**config.mk**
```make
export PLATFORM = sky130hd
export DESIGN_NAME = bpdt_hash
export DESIGN_NICKNAME = d
export VERILOG_FILES = /design/src/sv/bpdt_pkg.sv /design/src/sv/bpdt_hash.sv
export SDC_FILE = /design/constraint.sdc
export NUM_CORES = 1
export LEC_CHECK = 0
export ABC_AREA = 1
export BUFFER_PORTS_ARGS = -buffer_cell sky130_fd_sc_hd__buf_2
export CAP_MARGIN = 40
export CORE_MARGIN = 2
export CORE_UTILIZATION = 53
export CTS_BUF_LIST = sky130_fd_sc_hd__clkbuf_16
export DETAILED_ROUTE_END_ITERATION = 8
export GPL_ROUTABILITY_DRIVEN = 1
export GPL_TIMING_DRIVEN = 0
export PLACE_DENSITY = 0.86
export SYNTH_ARGS = -nofsm -noshare
export SYNTH_HDL_FRONTEND = slang
export SYNTH_SLANG_ARGS = --single-unit
```
**constraint.sdc**
```tcl
create_clock -name clk_i -period 4.21 [get_ports clk_i]
set_clock_uncertainty 0.15 [all_clocks]
set_input_delay 0.2105 -clock clk_i [delete_from_list [all_inputs] [get_ports clk_i]]
set_output_delay 0.2105 -clock clk_i [all_outputs]
set_load 0.05 [all_outputs]
```
**src/sv/bpdt_pkg.sv**
```systemverilog
package bpdt_pkg;

  localparam int unsigned SLOTS  = 4096;
  localparam int unsigned PROBES = 4;

  localparam int unsigned IDX_W  = $clog2(SLOTS);
  localparam int unsigned CNT_W  = $clog2(PROBES + 1);
  localparam int unsigned PID_W  = 22;
  localparam int unsigned TIME_W = 64;
  localparam int unsigned SLOT_W = PID_W + TIME_W;

  localparam logic [31:0] HASH_MULT = 32'd2654435761;

  typedef enum logic [1:0] {
    ACT_LOOKUP    = 2'd0,
    ACT_MARK      = 2'd1,
    ACT_CLEAR_ONE = 2'd2,
    ACT_CLEAR_ALL = 2'd3
  } action_e;

  typedef struct packed {
    action_e             action;
    logic [PID_W-1:0]    process_id;
    logic [TIME_W-1:0]   start_time;
  } req_t;

  typedef struct packed {
    logic hit;
    logic evicted;
  } rsp_t;

endpackage

```
**src/sv/bpdt_hash.sv**
```systemverilog
module bpdt_hash
  import bpdt_pkg::*;
(
  input  logic             clk_i,
  input  logic             en_i,
  input  logic [PID_W-1:0] process_id_i,
  output logic [IDX_W-1:0] home_o
);

  // Only the low product bits select the home slot, so the wrapping
  // 32-bit product is all that is needed.
  logic [31:0]      prod;
  logic [IDX_W-1:0] home_q;

  assign prod = 32'(process_id_i) * HASH_MULT;

  always_ff @(posedge clk_i) begin
    if (en_i) begin
      home_q <= prod[IDX_W-1:0];
    end
  end

  assign home_o = home_q;

endmodule

```
==> flow_summary.yaml <==
grt:
  use_met3_pct: 2.46
  grt_most_used_layer: "met2"
  overflow: 0
  grt_use_met2_pct: 40.2
  first_global_vias: 1076
  grt_max_degree: 13
  grtUsageTotal_pct: 21.8
  grt_use_met1_pct: 24.0
  grt_first_pass_wirelength_um: 4470
  antenna_found_initial: 0
clock_tree:
  cts_sinks: 12
  root_buffer: "clkbuf_16"
  post_cts_resized: 0
  holdBufCountCts: 0
  clockBufferDepth: 2
  htreeDepth: 1
  clk_pin_slew_ps: 40
  cts_setup_buffers: 0
  cts_tree: "yes"
  numCtsBuffers: 3
routing:
  dr.pass1.iters: 4
  initialDrtViolationCount: 19
  avgRoutedWirePerCell_um: 12.8
  vias_per_cell: 5.16
  drc: 0
  wl_um: 2770
  vias: 1114
  antenna_left: 0
synth:
  yosysWarnings: 0
  synth_cell_type_count: 15
  mappedNetlistArea_um2: 1350
  synth_fp_nets: 217
  syn-mean-instance-area_um2: 8.61
  ys_ff_latch: 12
  synth_top_cell_by_area: "edfxtp_1"
  ys_seq_area_share_pct: 26.6
  netlist_top_cells_area: "edfxtp_1 (27%), ha_1 (25%), fa_1 (13%), nand2_1 (12%), inv_1 (10%)"
  synth_top_area_share_pct: 26.6
  syn_inst: 157
sta:
  post-route-min-period_ps: 3280
  slew_headroom_pct: 82.4
  worst_slew_pin_slew_ps: 264
  clock.fmax_ghz: 0.305
  fin_crit_sh_pct: 77.9
  rsz0062_at_grt: "no"
  whs_ps: 51.6
  finalSetupTns_ps: 0
  setup_viol: 0
  maxSlewViolCount: 0
  hold_viol: 0
setup_path:
  cp-end-kind: "flop"
  startpoint_type: "input pin"
  crit_fanout: 5
  cp.required_ps: 4050
  crit_arrival_ps: 3120
  crit_type: "in2reg"
placed_design:
  post-place-cells: 212
  gp_congestion: 0.759
  numPortBuffers: 25
  hpwl_um: 2310
final_layout:
  largest_reg_flops: 12
  layout-drive-gt1-share_pct: 20.4
  area_growth_pct: 17.9
  nets: 247
  diodes: 0
  fin_cells: 216
power_and_ir_drop:
  finalPower_uw: 830
  leakagePower_uw: 0.000902
  p_per_area_nw_per_um2: 521
  ir_worst_vdd_mv: 0.489
die:
  io_pins: 36
  core_um2: 2450
  placementRows: 18
  start_util_pct: 55.1
  die_y_um: 54.5
  die-area_um2: 2970
  die_w_um: 54.5
job:
  maxCapViolCount: 0
status:
  status: "complete, no violations"
min_path:
  min_path_type: "in2reg"
## cells in the final DEF (no fill, tap or decap), drive strengths merged
cell    count
a21o        1
inv        39
nand2      46
o21ai       1
edfxtp     12
clkbuf      3
xnor2       3
buf        25
nand3      10
ha         27
clkinv      1
nor2        5
a21oi       2
xor2        2
fa          9
## critical path: stages
cell and delay [ps]:
buf_2 140, ha_1 370, ha_1 300, inv_1 50, fa_1 500, fa_1 540
inv_1 40, ha_1 340, nand3_1 90, nand3_1 100, nand2_1 80, nand2_1 70
a21o_1 160, nand3_1 70, nand2_1 50
## layout make-up
class                      count  area (µm²)
sequential                    12         360
clock buffer                   3        75.1
fill                         184         861
inverter                      39         146
tap                           30        37.5
multi-input combinational    106         846
clock inverter                 1        3.75
timing repair buffer          25         125
## routing by layer
layer | wire length [µm] | up-vias
li1 | - | 549
met3 | 204 | 11
met5 | 0 | -
met4 | 105 | 0
met2 | 1380 | 52
met1 | 1070 | 502
## path summary, 6_finish.rpt
kind / cells after the start / from / endpoint / slack, ps
min: 1 / process_id_i[1] / home_o[1] / 50
max: 15 / process_id_i[3] / home_o[11] / 930
## cells in the mapped netlist (all sizes together)
library cell	count
a21oi	2
xor2	2
a21o	1
nand3	10
fa	9
nor2	5
edfxtp	12
ha	27
xnor2	3
nand2	46
inv	39
o21ai	1
## kinds of logic (layout without fill, tap and decap cells)
kind of cell             after synthesis  after routing  share of synthesized area, %
buffers and inverters                 39             68                          10.8
XOR/XNOR                               5              5                          3.24
flip-flops                            12             12                          26.6
adder cells (fa/ha/maj)               36             36                          38.3
AND/OR/NAND/NOR                       61             61                          19.3
AO/OA/AOI/OAI                          4              4                          1.67
## stage by stage
stage | util, % | setup slack [ps] | instance area (µm²)
6_report | 64.9 | 930 | 1590
5_1_grt | 64.9 | 782 | 1590
4_1_cts | 64.9 | 915 | 1590
3_5_place_dp | 61.7 | 655 | 1520
3_3_place_gp | 61.7 | 728 | 1520
2_1_floorplan | - | 995 | 1350
## power breakdown
group / total (µW) / internal [µW] / switching, µW
clock: 173 / 125 / 48.3
combinational: 469 / 159 / 310
sequential: 188 / 181 / 6.30
total: 830 / 465 / 365
No activity file was read; power rests on OpenSTA's default activity.
